[src/rtl/dps_pkg.sv]
// Package for the delimiter part splitter.
// Holds payload widths, register indexes and saturation limits shared by all files.
// No dependencies.
package dps_pkg;

  localparam int unsigned DATA_W       = 8;
  localparam int unsigned SEP_BYTES_W  = 64;
  localparam int unsigned SEP_LEN_W    = 4;
  localparam int unsigned CFG_IDX_W    = 2;
  localparam int unsigned CFG_DATA_W   = 64;
  localparam int unsigned PART_OFF_W   = 32;
  localparam int unsigned PART_LEN_W   = 32;
  localparam int unsigned SINCE_W      = 4;

  localparam logic [SINCE_W-1:0]    SINCE_MAX  = '1;
  localparam logic [PART_LEN_W-1:0] LENGTH_MAX = '1;

  localparam logic [SEP_BYTES_W-1:0] SEP_BYTES_RESET = 64'h0000_0000_0000_0A0D;
  localparam logic [SEP_LEN_W-1:0]   SEP_LEN_RESET   = 4'd2;

  typedef enum logic [CFG_IDX_W-1:0] {
    REG_SEPARATOR_BYTES  = 2'd0,
    REG_SEPARATOR_LENGTH = 2'd1
  } cfg_reg_e;

endpackage

[src/rtl/dps_if.sv]
// Valid/ready channel interfaces of the delimiter part splitter.
// One interface for incoming bytes and one for completed parts; uses dps_pkg.
interface dps_byte_if;
  logic                        valid;
  logic                        ready;
  logic [dps_pkg::DATA_W-1:0]  data_byte;

  modport source (output valid, output data_byte, input ready);
  modport sink   (input valid, input data_byte, output ready);
endinterface

interface dps_part_if;
  logic                            valid;
  logic                            ready;
  logic [dps_pkg::PART_OFF_W-1:0]  part_offset;
  logic [dps_pkg::PART_LEN_W-1:0]  part_length;

  modport source (output valid, output part_offset, output part_length, input ready);
  modport sink   (input valid, input part_offset, input part_length, output ready);
endinterface

[src/rtl/dps_match.sv]
// Separator compare for the delimiter part splitter.
// Compares the byte window against every possible separator length in parallel; uses dps_pkg.
module dps_match #(
  parameter int unsigned MAX_SEPARATOR_BYTES = 8
) (
  input  logic [8*MAX_SEPARATOR_BYTES-1:0]  window_i,
  input  logic [dps_pkg::SEP_BYTES_W-1:0]   sep_bytes_i,
  input  logic [dps_pkg::SEP_LEN_W-1:0]     sep_len_i,
  input  logic [dps_pkg::SINCE_W-1:0]       since_i,
  output logic                              match_o
);
  import dps_pkg::*;

  logic [MAX_SEPARATOR_BYTES-1:0] len_hit;
  logic [SEP_LEN_W-1:0]           eff_len;

  // Newest byte sits in bits 7:0 of the window, so separator byte i of a
  // separator of length l lines up with window byte l-1-i.
  for (genvar l = 1; l <= MAX_SEPARATOR_BYTES; l++) begin : g_len
    logic [l-1:0] byte_eq;
    for (genvar i = 0; i < l; i++) begin : g_byte
      assign byte_eq[i] = (sep_bytes_i[8*i +: 8] == window_i[8*(l-1-i) +: 8]);
    end
    assign len_hit[l-1] = &byte_eq;
  end

  // A length of zero acts as one; anything above the window acts as the window.
  always_comb begin
    if (sep_len_i == '0) begin
      eff_len = SEP_LEN_W'(1);
    end else if (sep_len_i > SEP_LEN_W'(MAX_SEPARATOR_BYTES)) begin
      eff_len = SEP_LEN_W'(MAX_SEPARATOR_BYTES);
    end else begin
      eff_len = sep_len_i;
    end
  end

  always_comb begin
    match_o = 1'b0;
    for (int unsigned l = 1; l <= MAX_SEPARATOR_BYTES; l++) begin
      if (eff_len == SEP_LEN_W'(l)) begin
        match_o = len_hit[l-1];
      end
    end
    if (SINCE_W'(eff_len) > since_i) begin
      match_o = 1'b0;
    end
  end

endmodule

[src/rtl/delimiter_part_splitter.sv]
// Top level of the delimiter part splitter.
// Depends on dps_pkg, the channel interfaces in dps_if.sv and dps_match.
//
// Usage:
// Bytes of a stream enter on the data_i channel, one byte per item. The block
// splits the stream into parts that each end with a separator of 1 to 8 bytes,
// set by two configuration registers (separator bytes, first byte in bits 7:0,
// and separator length). For every completed separator one item leaves on the
// part_o channel: the stream offset of the part's first byte and the part's
// length, separator included. Matches never overlap: every separator byte must
// have arrived after the previous boundary. Offsets wrap, lengths saturate.
// An accepted byte is held in the input register; its result, if any, is
// registered in the output register, from which the receiver takes it.
// Throughput: one byte per cycle while no byte that completes a separator waits
// for the output register, set by the single compare stage between the input
// register and the output register.
// Reset clears the stream position, the open part and the byte history, and
// loads the separator CR LF of length two.
// When the receiver stalls, the held result waits in the output register and
// bytes without a result keep flowing; only a byte that completes a separator
// waits until the output register is free, which then stalls data_i.
// The user must write configuration only while the block holds no item; the block does not enforce it.
module delimiter_part_splitter #(
  parameter int unsigned MAX_SEPARATOR_BYTES = 8,
  parameter int unsigned OFFSET_BITS         = 32
) (
  input  logic                            clk_i,
  input  logic                            rst_ni,
  input  logic                            cfg_we_i,
  input  logic [dps_pkg::CFG_IDX_W-1:0]   cfg_idx_i,
  input  logic [dps_pkg::CFG_DATA_W-1:0]  cfg_wdata_i,
  dps_byte_if.sink                        data_i,
  dps_part_if.source                      part_o
);
  import dps_pkg::*;

  localparam int unsigned WIN_W = 8 * MAX_SEPARATOR_BYTES;

  // Configuration registers.
  logic [SEP_BYTES_W-1:0] sep_bytes_q;
  logic [SEP_LEN_W-1:0]   sep_len_q;

  // Stream state.
  logic [WIN_W-1:0]       recent_q, recent_d;
  logic [OFFSET_BITS-1:0] pos_q, pos_d;
  logic [OFFSET_BITS-1:0] start_q, start_d;
  logic [SINCE_W-1:0]     since_q, since_d, since_next;
  logic [PART_LEN_W-1:0]  count_q, count_d, count_next;

  // Input register.
  logic                   in_valid_q;
  logic [DATA_W-1:0]      in_byte_q;

  // Output register.
  logic                   out_valid_q, out_valid_d;
  logic [PART_OFF_W-1:0]  out_offset_q;
  logic [PART_LEN_W-1:0]  out_length_q;

  logic                          match;
  logic                          advance;
  logic                          emit;
  logic [OFFSET_BITS+PART_OFF_W-1:0] start_wide;

  // Configuration writes; an index beyond the register list is ignored.
  always_ff @(posedge clk_i or negedge rst_ni) begin
    if (!rst_ni) begin
      sep_bytes_q <= SEP_BYTES_RESET;
      sep_len_q   <= SEP_LEN_RESET;
    end else if (cfg_we_i) begin
      unique case (cfg_idx_i)
        REG_SEPARATOR_BYTES:  sep_bytes_q <= cfg_wdata_i[SEP_BYTES_W-1:0];
        REG_SEPARATOR_LENGTH: sep_len_q   <= cfg_wdata_i[SEP_LEN_W-1:0];
        default: ;
      endcase
    end
  end

  // Window as it will be once the held byte is shifted in.
  assign recent_d   = WIN_W'({recent_q, in_byte_q});
  assign since_next = (since_q == SINCE_MAX) ? since_q : since_q + SINCE_W'(1);
  assign count_next = (count_q == LENGTH_MAX) ? count_q : count_q + PART_LEN_W'(1);
  assign pos_d      = pos_q + OFFSET_BITS'(1);

  dps_match #(
    .MAX_SEPARATOR_BYTES(MAX_SEPARATOR_BYTES)
  ) u_match (
    .window_i    (recent_d),
    .sep_bytes_i (sep_bytes_q),
    .sep_len_i   (sep_len_q),
    .since_i     (since_next),
    .match_o     (match)
  );

  // A byte without a result always moves on; a byte with one needs a free
  // output register, or one that is being emptied in this cycle.
  assign advance      = in_valid_q && (!match || !out_valid_q || part_o.ready);
  assign emit         = advance && match;
  assign data_i.ready = !in_valid_q || advance;

  // The part offset is the low bits of the start position, zero-extended
  // when positions are narrower than the output field.
  assign start_wide = {{PART_OFF_W{1'b0}}, start_q};

  always_comb begin
    start_d = start_q;
    since_d = since_next;
    count_d = count_next;
    if (match) begin
      start_d = pos_d;
      since_d = '0;
      count_d = '0;
    end
  end

  always_comb begin
    out_valid_d = out_valid_q && !part_o.ready;
    if (emit) begin
      out_valid_d = 1'b1;
    end
  end

  always_ff @(posedge clk_i or negedge rst_ni) begin
    if (!rst_ni) begin
      in_valid_q  <= 1'b0;
      out_valid_q <= 1'b0;
      recent_q    <= '0;
      pos_q       <= '0;
      start_q     <= '0;
      since_q     <= '0;
      count_q     <= '0;
    end else begin
      out_valid_q <= out_valid_d;
      if (data_i.ready) begin
        in_valid_q <= data_i.valid;
      end
      if (advance) begin
        recent_q <= recent_d;
        pos_q    <= pos_d;
        start_q  <= start_d;
        since_q  <= since_d;
        count_q  <= count_d;
      end
    end
  end

  // Payload registers need no reset.
  always_ff @(posedge clk_i) begin
    if (data_i.valid && data_i.ready) begin
      in_byte_q <= data_i.data_byte;
    end
    if (emit) begin
      out_offset_q <= start_wide[PART_OFF_W-1:0];
      out_length_q <= count_next;
    end
  end

  assign part_o.valid       = out_valid_q;
  assign part_o.part_offset = out_offset_q;
  assign part_o.part_length = out_length_q;

`ifndef SYNTHESIS
  // Every emitted part holds at least its final separator byte.
  assert property (@(posedge clk_i) disable iff (!rst_ni)
    emit |=> (part_o.valid && part_o.part_length != '0))
    else $error("part emitted with zero length");

  // A boundary restarts both the overlap guard and the length count.
  assert property (@(posedge clk_i) disable iff (!rst_ni)
    emit |=> (since_q == '0 && count_q == '0))
    else $error("boundary did not clear the open part");

  // The saturating guard counter and the length counter move together.
  assert property (@(posedge clk_i) disable iff (!rst_ni)
    (since_q != SINCE_MAX) |-> (count_q == PART_LEN_W'(since_q)))
    else $error("byte counters out of step");

  // A held byte is neither lost nor altered while it waits.
  assert property (@(posedge clk_i) disable iff (!rst_ni)
    (in_valid_q && !advance) |=> (in_valid_q && $stable(in_byte_q)))
    else $error("waiting byte lost");
`endif

endmodule
[src/flat_wrapper.sv]
// flat-port wrapper written by rule: the top's interface ports become plain ports
module delimiter_part_splitter_flat import dps_pkg::*;
#(
  parameter int unsigned MAX_SEPARATOR_BYTES = 8,
  parameter int unsigned OFFSET_BITS         = 32
)
  (clk_i, rst_ni, cfg_we_i, cfg_idx_i, cfg_wdata_i, data_i_valid, data_i_data_byte, data_i_ready, part_o_valid, part_o_part_offset, part_o_part_length, part_o_ready);
  dps_byte_if data_i_i ();
  dps_part_if part_o_i ();
  input  logic clk_i;
  input  logic rst_ni;
  input  logic cfg_we_i;
  input  logic [dps_pkg::CFG_IDX_W-1:0] cfg_idx_i;
  input  logic [dps_pkg::CFG_DATA_W-1:0] cfg_wdata_i;
  input wire logic [$bits(data_i_i.valid)-1:0] data_i_valid;
  input wire logic [$bits(data_i_i.data_byte)-1:0] data_i_data_byte;
  output wire logic [$bits(data_i_i.ready)-1:0] data_i_ready;
  output wire logic [$bits(part_o_i.valid)-1:0] part_o_valid;
  output wire logic [$bits(part_o_i.part_offset)-1:0] part_o_part_offset;
  output wire logic [$bits(part_o_i.part_length)-1:0] part_o_part_length;
  input wire logic [$bits(part_o_i.ready)-1:0] part_o_ready;
  assign data_i_i.valid = data_i_valid;
  assign data_i_i.data_byte = data_i_data_byte;
  assign data_i_ready = data_i_i.ready;
  assign part_o_valid = part_o_i.valid;
  assign part_o_part_offset = part_o_i.part_offset;
  assign part_o_part_length = part_o_i.part_length;
  assign part_o_i.ready = part_o_ready;
  delimiter_part_splitter #(.MAX_SEPARATOR_BYTES(MAX_SEPARATOR_BYTES), .OFFSET_BITS(OFFSET_BITS)) u_core (.clk_i(clk_i), .rst_ni(rst_ni), .cfg_we_i(cfg_we_i), .cfg_idx_i(cfg_idx_i), .cfg_wdata_i(cfg_wdata_i), .data_i(data_i_i), .part_o(part_o_i));
endmodule
[config.mk]
export PLATFORM = sky130hd
export DESIGN_NAME = delimiter_part_splitter_flat
export DESIGN_NICKNAME = d
export VERILOG_FILES = /design/src/rtl/dps_pkg.sv /design/src/rtl/dps_if.sv /design/src/rtl/dps_match.sv /design/src/rtl/delimiter_part_splitter.sv /design/src/flat_wrapper.sv
export SDC_FILE = /design/constraint.sdc
export NUM_CORES = 1
export LEC_CHECK = 0
export ABC_CLOCK_PERIOD_IN_PS = 3600
export BUFFER_PORTS_ARGS = -buffer_cell sky130_fd_sc_hd__buf_2
export CORE_UTILIZATION = 60
export DETAILED_ROUTE_END_ITERATION = 7
export GPL_TIMING_DRIVEN = 0
export HOLD_SLACK_MARGIN = 0.06
export MAX_ROUTING_LAYER = met4
export PLACE_DENSITY = 0.88
export SLEW_MARGIN = 20
export SYNTH_ARGS = -nofsm -noshare
export SYNTH_HDL_FRONTEND = slang
export SYNTH_SLANG_ARGS = --single-unit
[constraint.sdc]
create_clock -name clk_i -period 3.6 [get_ports clk_i]
set_input_delay 0.54 -clock clk_i [delete_from_list [all_inputs] [get_ports clk_i]]
set_output_delay 0.54 -clock clk_i [all_outputs]
set_load 0.005 [all_outputs]
=== Yosys cells after proc, flatten, opt, wreduce, memory -nomap -nowiden ===
Index checks and enable logic that the tools add are counted.

* Reduce and logical (&&, ||, !) cells: 23
* Add/subtract/negate cells: 3
* Order comparisons: 2
* Multiplexer cells: 16
* Eq/ne operators: 47

{| class="wikitable"
|+ Operator list
! cell !! number
|-
| == test 8 bit || 36
|-
| adder 32 x 1 -> 32 bit (second input constant) || 2
|-
| 2-to-1 mux 32 bit || 2
|-
| == test 32 bit (second input constant) || 1
|-
| == test 4 x 3 -> 1 bit (second input constant) || 4
|-
| 2-to-1 mux 4 bit || 4
|-
| 2-to-1 mux 1 bit || 10
|-
| == test 4 x 2 -> 1 bit (second input constant) || 2
|-
| == test 4 bit (second input constant) || 2
|-
| AND reduction 2 bit || 4
|-
| AND reduction 8 bit || 1
|-
| AND reduction 7 bit || 1
|-
| AND reduction 6 bit || 1
|-
| AND reduction 5 bit || 1
|-
| adder 4 x 1 -> 4 bit (second input constant) || 1
|-
| == test 4 x 1 -> 1 bit (second input constant) || 1
|-
| > comparator 4 bit || 1
|-
| > comparator 4 bit (second input constant) || 1
|-
| logical AND 1 bit || 4
|-
| logical NOT 1 bit || 4
|-
| logical NOT 4 bit || 1
|-
| AND reduction 4 bit || 1
|-
| logical OR 1 bit || 3
|-
| AND reduction 3 bit || 1
|-
| other kinds (2) || 2
|}

* Output and inout bits: 66
* Word-level logic and storage cells: 103
* Bits of input ports: 79
* Flip-flop bits (word level): 298

=== Longest topological paths before layout ===
* Depth after elaboration: 19
* Gate-level depth with buffers: 13
* Gate-level depth less buffers: 11

=== Hierarchy ===
A second synthesis with hierarchy kept.

* Cell total of the unflattened synthesis: 1587
* Area, all modules: 16306.9 um2

{| class="wikitable"
|+ Modules (own cells, without submodules)
! module !! sequential area each (um2) !! cells an instance !! area an instance (um2) !! times used
|-
| delimiter_part_splitter || 7825.0 || 1108 || 12644.6 || 1
|-
| dps_match || 0.0 || 479 || 3662.3 || 1
|}

=== Worst setup path before layout ===
Ideal clock, no wire load.

* Path kind: register -> register
* Start: register u_core.sep_bytes_q[3]
* End: register u_core.start_q[23]
* Buffers on the path: 2
* Data required time: 3.475 ns
* Library setup time: 0.125 ns
* Clock period less this slack: 3.116 ns
* Arrival: 2.992 ns
* Stages on the path, launching flop included: 11
* Setup slack: 0.484 ns
* Path through: dfstp_2 buf_2 xnor2_1 nand2_1 or4_1 nor4_2 a211oi_1 o21a_1 nor3_4 buf_6 mux2_2

* Longest elaborated chain between the ends: 15
* Elaborated cells between the ends (all ways): 29

{| class="wikitable"
|+ Ends and longest elaborated chain
! item !! RTL line !! text
|-
| from (decl) || delimiter_part_splitter.sv:40 || <nowiki>logic [SEP_BYTES_W-1:0] sep_bytes_q;</nowiki>
|-
| from (signal assigned) || delimiter_part_splitter.sv:71 || <nowiki>REG_SEPARATOR_BYTES: sep_bytes_q <= cfg_wdata_i[SEP_BYTES_W-1:0];</nowiki>
|-
| == test 8 bit || dps_match.sv:22 || <nowiki>assign byte_eq[i] = (sep_bytes_i[8*i +: 8] == window_i[8*(l-1-i) +: 8]);</nowiki>
|-
| 2-to-1 mux 1 bit / AND reduction 2 bit (equally long branches) || dps_match.sv:41, dps_match.sv:24 ||
|-
| 2-to-1 mux 1 bit (6 in a row) || dps_match.sv:41 || <nowiki>if (eff_len == SEP_LEN_W'(l)) begin</nowiki>
|-
| 2-to-1 mux 1 bit (*) || dps_match.sv:41 ||
|-
| 2-to-1 mux 1 bit (*) || dps_match.sv:45 || <nowiki>if (SINCE_W'(eff_len) > since_i) begin</nowiki>
|-
| logical NOT 1 bit || delimiter_part_splitter.sv:96 || <nowiki>assign advance = in_valid_q && (!match || !out_valid_q || part_o.ready);</nowiki>
|-
| logical OR 1 bit (2 in a row) || delimiter_part_splitter.sv:96 ||
|-
| logical AND 1 bit || delimiter_part_splitter.sv:96 ||
|-
| AND reduction 2 bit (no source line) (*) || -- ||
|-
| to (signal assigned) || delimiter_part_splitter.sv:139 || <nowiki>start_q <= start_d;</nowiki>
|-
| to (decl) || delimiter_part_splitter.sv:46 || <nowiki>logic [OFFSET_BITS-1:0] start_q, start_d;</nowiki>
|}

Mark *: on every way between the ends. The rest lies on a longest branch, timed or not.
A chain may end at the register's enable or synchronous reset.

=== Worst setup path after layout ===
* Start: register u_core.in_byte_q[6]
* End: output port data_i_ready

* Longest elaborated chain between the ends: 15
* Elaborated cells between the ends (all ways): 29

{| class="wikitable"
|+ Ends and longest elaborated chain
! item !! RTL line !! text
|-
| from (decl) || delimiter_part_splitter.sv:52 || <nowiki>logic [DATA_W-1:0] in_byte_q;</nowiki>
|-
| from (signal assigned) || delimiter_part_splitter.sv:149 || <nowiki>in_byte_q <= data_i.data_byte;</nowiki>
|-
| == test 8 bit || dps_match.sv:22 ||
|-
| 2-to-1 mux 1 bit / AND reduction 2 bit (equally long branches) || dps_match.sv:41, dps_match.sv:24 ||
|-
| 2-to-1 mux 1 bit (6 in a row) || dps_match.sv:41 ||
|-
| 2-to-1 mux 1 bit (*) || dps_match.sv:41 ||
|-
| 2-to-1 mux 1 bit (*) || dps_match.sv:45 ||
|-
| logical NOT 1 bit (*) || delimiter_part_splitter.sv:96 ||
|-
| logical OR 1 bit (*) (2 in a row) || delimiter_part_splitter.sv:96 ||
|-
| logical AND 1 bit (*) || delimiter_part_splitter.sv:96 ||
|-
| logical OR 1 bit (*) || delimiter_part_splitter.sv:98 || <nowiki>assign data_i.ready = !in_valid_q || advance;</nowiki>
|-
| to (decl) || flat_wrapper.sv:17 || <nowiki>output wire logic [$bits(data_i_i.ready)-1:0] data_i_ready;</nowiki>
|}

Marks and branches as above.

==> metrics.csv <==
metric;value;unit
PortBufs;144;
final hold slack;0.1293;ns
area of the core;26210;sq um
syn_nets;1471;
post-synth top area share;0.3420;
max layer used;met4;
clk slew on worst S/H paths;0.06;ns
clock buffer depth;3;
DPL Wire Length;33.98;mm
failing checks;DRC, setup timing;
vias in the first global route;12041;
WS Path Type;register to output pin;
power per cell area;713.7;nW/um^2
total gr overflow;0;
fraction of registers with async set/reset;0.7584;
ys flop type;dfrtp_1;
synth warn;0;
Post-synth EDFFs;72;
Hold Vio Cnt, Final;0;
Critical Path Start Type;register;
share of cells above drive strength 1;0.3043;
Seq/Total Area, Yosys;0.4860;
metal3 WL;2.747;mm
io pins;145;
Post-Route M1 WL;18.55;mm
cell taking the most area after synthesis;dfrtp_1;
largest net degree at the start of global routing;91;
latest clock arrival within the worst-skew pair;0.58;ns
period utilization;1.095;
Num CTS Buffers;30;
die width;165.8;microns
n_diodes;0;
final net count;1648;
initial DRC count;1000;
Via density;6.087;
Area contributors post-synth;dfrtp_1 (34%), edfxtp_1 (13%), xor2_1 (10%);
Synth Area per Inst;11.62;sq um
max-cap violations;0;
initial antenna violation count;0;
Synth cell types;58;
critical path arrival;3.40;ns
RSZ-0062 raised after global routing;true;
Req. time, crit path;3.06;ns
DP Worst Slack;-0.5351;ns
flop-to-flop setup slack;0.12;ns
final setup margin;-0.3405;ns
Max IR drop VDD;0.0005079;V
Total Wirelength;46.86;mm
area delta synth->final;16.04;%
GPL Wtd Cong;0.9928;
Hold Path Class;primary input to register;
H-tree Lvls;1;
Slew Limit Fails;0;
area of the multi-input gates;7838;sq um
clk_skew;0.01828;ns
first-pass GRT wire length;72.56;mm
top cells by count, synth;dfrtp_1 (220), xor2_1 (188), xnor2_1 (179);
ANT nets after route;0;
P_leak;7.661;nW
Num Clock Sinks;298;
Die Y;165.8;microns
status;finished, violations left;
final setup vio count;1;
met2 WL;23.22;mm
shortest period the worst path allows;3.941;ns
CP max FO;4;
initial core utilization;0.6143;
Least-Margin Pin Slew;0.9360;ns
GRT Overall Usage;0.3607;
Setup TNS;-0.3405;ns
routed vias;11700;
root buffer cell;clkbuf_16;
FP Rows;59;
top-count cell post-synth;dfrtp_1;
wire per inst;24.38;microns
CTS tree;yes;
critical path endpoint category;output pin;
Slew HR;0.3712;
Reg area;7846;sq um
filler instances;1843;
Mapped Cells;1386;
Synth Cell Area;16100;sq um
die area;27490;sq um
fmax;253.8;MHz
drt pass-1 iters;8;
FF+latch count, synth;298;
Remaining DRCs;8;
==> area by class of cell <==
class / count / area share
Buffer: 112 / 0.03201
Clock buffer: 42 / 0.04420
Clock inverter: 14 / 0.009243
Inverter: 16 / 0.003215
Multi-Input combinational cell: 947 / 0.4195
Sequential cell: 298 / 0.4200
Tap cell: 335 / 0.02244
Timing Repair Buffer: 158 / 0.04936
==> layout by cell type, fill, tap and decap left out, drive strengths merged, types with 12 or more instances in the layout <==
cell / instances
buf: 228
dfrtp: 220
xor2: 188
xnor2: 179
mux2: 161
clkbuf: 82
edfxtp: 72
nand2: 59
nor4: 52
nand4: 51
nand3: 42
nor2: 21
nor3: 19
and3: 18
inv: 17
o311ai: 16
a31oi: 15
a21oi: 15
o21ai: 14
o21a: 12
==> registers in the layout, indices dropped and copies added (netlist names) <==
| name | cells |
|---|---|
| u_core.since_q | 4 |
| u_core.count_q | 32 |
| u_core.sep_len_q | 4 |
| u_core.part_o.part_length | 32 |
| u_core.recent_q | 56 |
| u_core.start_q | 32 |
| u_core.in_valid_q | 1 |
| u_core.in_byte_q | 8 |
| u_core.sep_bytes_q | 64 |
| u_core.part_o.part_offset | 32 |
| u_core.part_o.valid | 1 |
| u_core.pos_q | 32 |
==> per-stage QoR <==
stage                     area, sq um  power (mW)  cells  utilization
final                           18680       13.33   1922       0.7129
after global placement          17240       9.771   1865       0.6578
after global routing            18680       13.91   1922       0.7129
after floorplan                 16100       8.301   1386            -
after CTS                       18640       13.26   1921       0.7111
after detailed placement        17300       9.900   1867       0.6603
==> critical path, cell delays in order (launching register included) <==
cell and delay, ns:
edfxtp_1 0.42, buf_12 0.16, buf_4 0.16, xor2_1 0.15
nor4_2 0.40, nand4_1 0.15, nor4_2 0.38, a211oi_2 0.11
o21a_2 0.22, or4_4 0.52, buf_6 0.14
==> logic make-up after synthesis <==
logic type / Yosys count / share of synthesized area
AOI/OAI and AO/OA: 109 / 0.04935
xor gates and xnor gates: 367 / 0.1997
adders and majority gates: 6 / 0.004663
buffers and inverters: 141 / 0.04103
DFF: 298 / 0.4860
muxes: 164 / 0.1166
and+or+nand+nor: 301 / 0.1027
==> metal layers <==
| metal | vias up | global-route usage |
|---|---|---|
| li1 | 5234 | - |
| met1 | 5862 | 0.4457 |
| met2 | 475 | 0.5971 |
| met5 | - | - |
| met3 | 129 | 0.04194 |
| met4 | 0 | 0.1678 |
==> power breakdown <==
part	internal (mW)	switching, mW	total (mW)
sequential	4.31	0.864	5.18
clock	1.82	1.34	3.16
combinational	2.19	2.81	5.00
total	8.32	5.01	13.3
==> path summary, 6_finish.rpt <==
path,startpoint,to,cells past startpoint
setup / recovery,u_core.in_byte_q[6]$_DFFE_PP_,data_i_ready,10
hold / removal,data_i_data_byte[1],u_core.in_byte_q[1]$_DFFE_PP_,1
setup reg to reg,u_core.in_byte_q[6]$_DFFE_PP_,u_core.count_q[8]$_DFFE_PN0P_,14
hold reg to reg,u_core.start_q[6]$_DFFE_PN0P_,u_core.part_o.part_offset[6]$_DFFE_PP_,0
max in group asynchronous,rst_ni,u_core.sep_len_q[1]$_DFFE_PN1P_,3
min in group asynchronous,rst_ni,u_core.start_q[15]$_DFFE_PN0P_,2
==> timing repair <==
action	4_1_cts	5_1_grt
resized for setup	54	9
endpoints found under the hold margin	63	0
pin swaps	11	2
hold buffers	1	0
setup buffers	8	2
setup endpoints to repair	162	59
cloned	1	0
(Power assumes the default switching activity.)
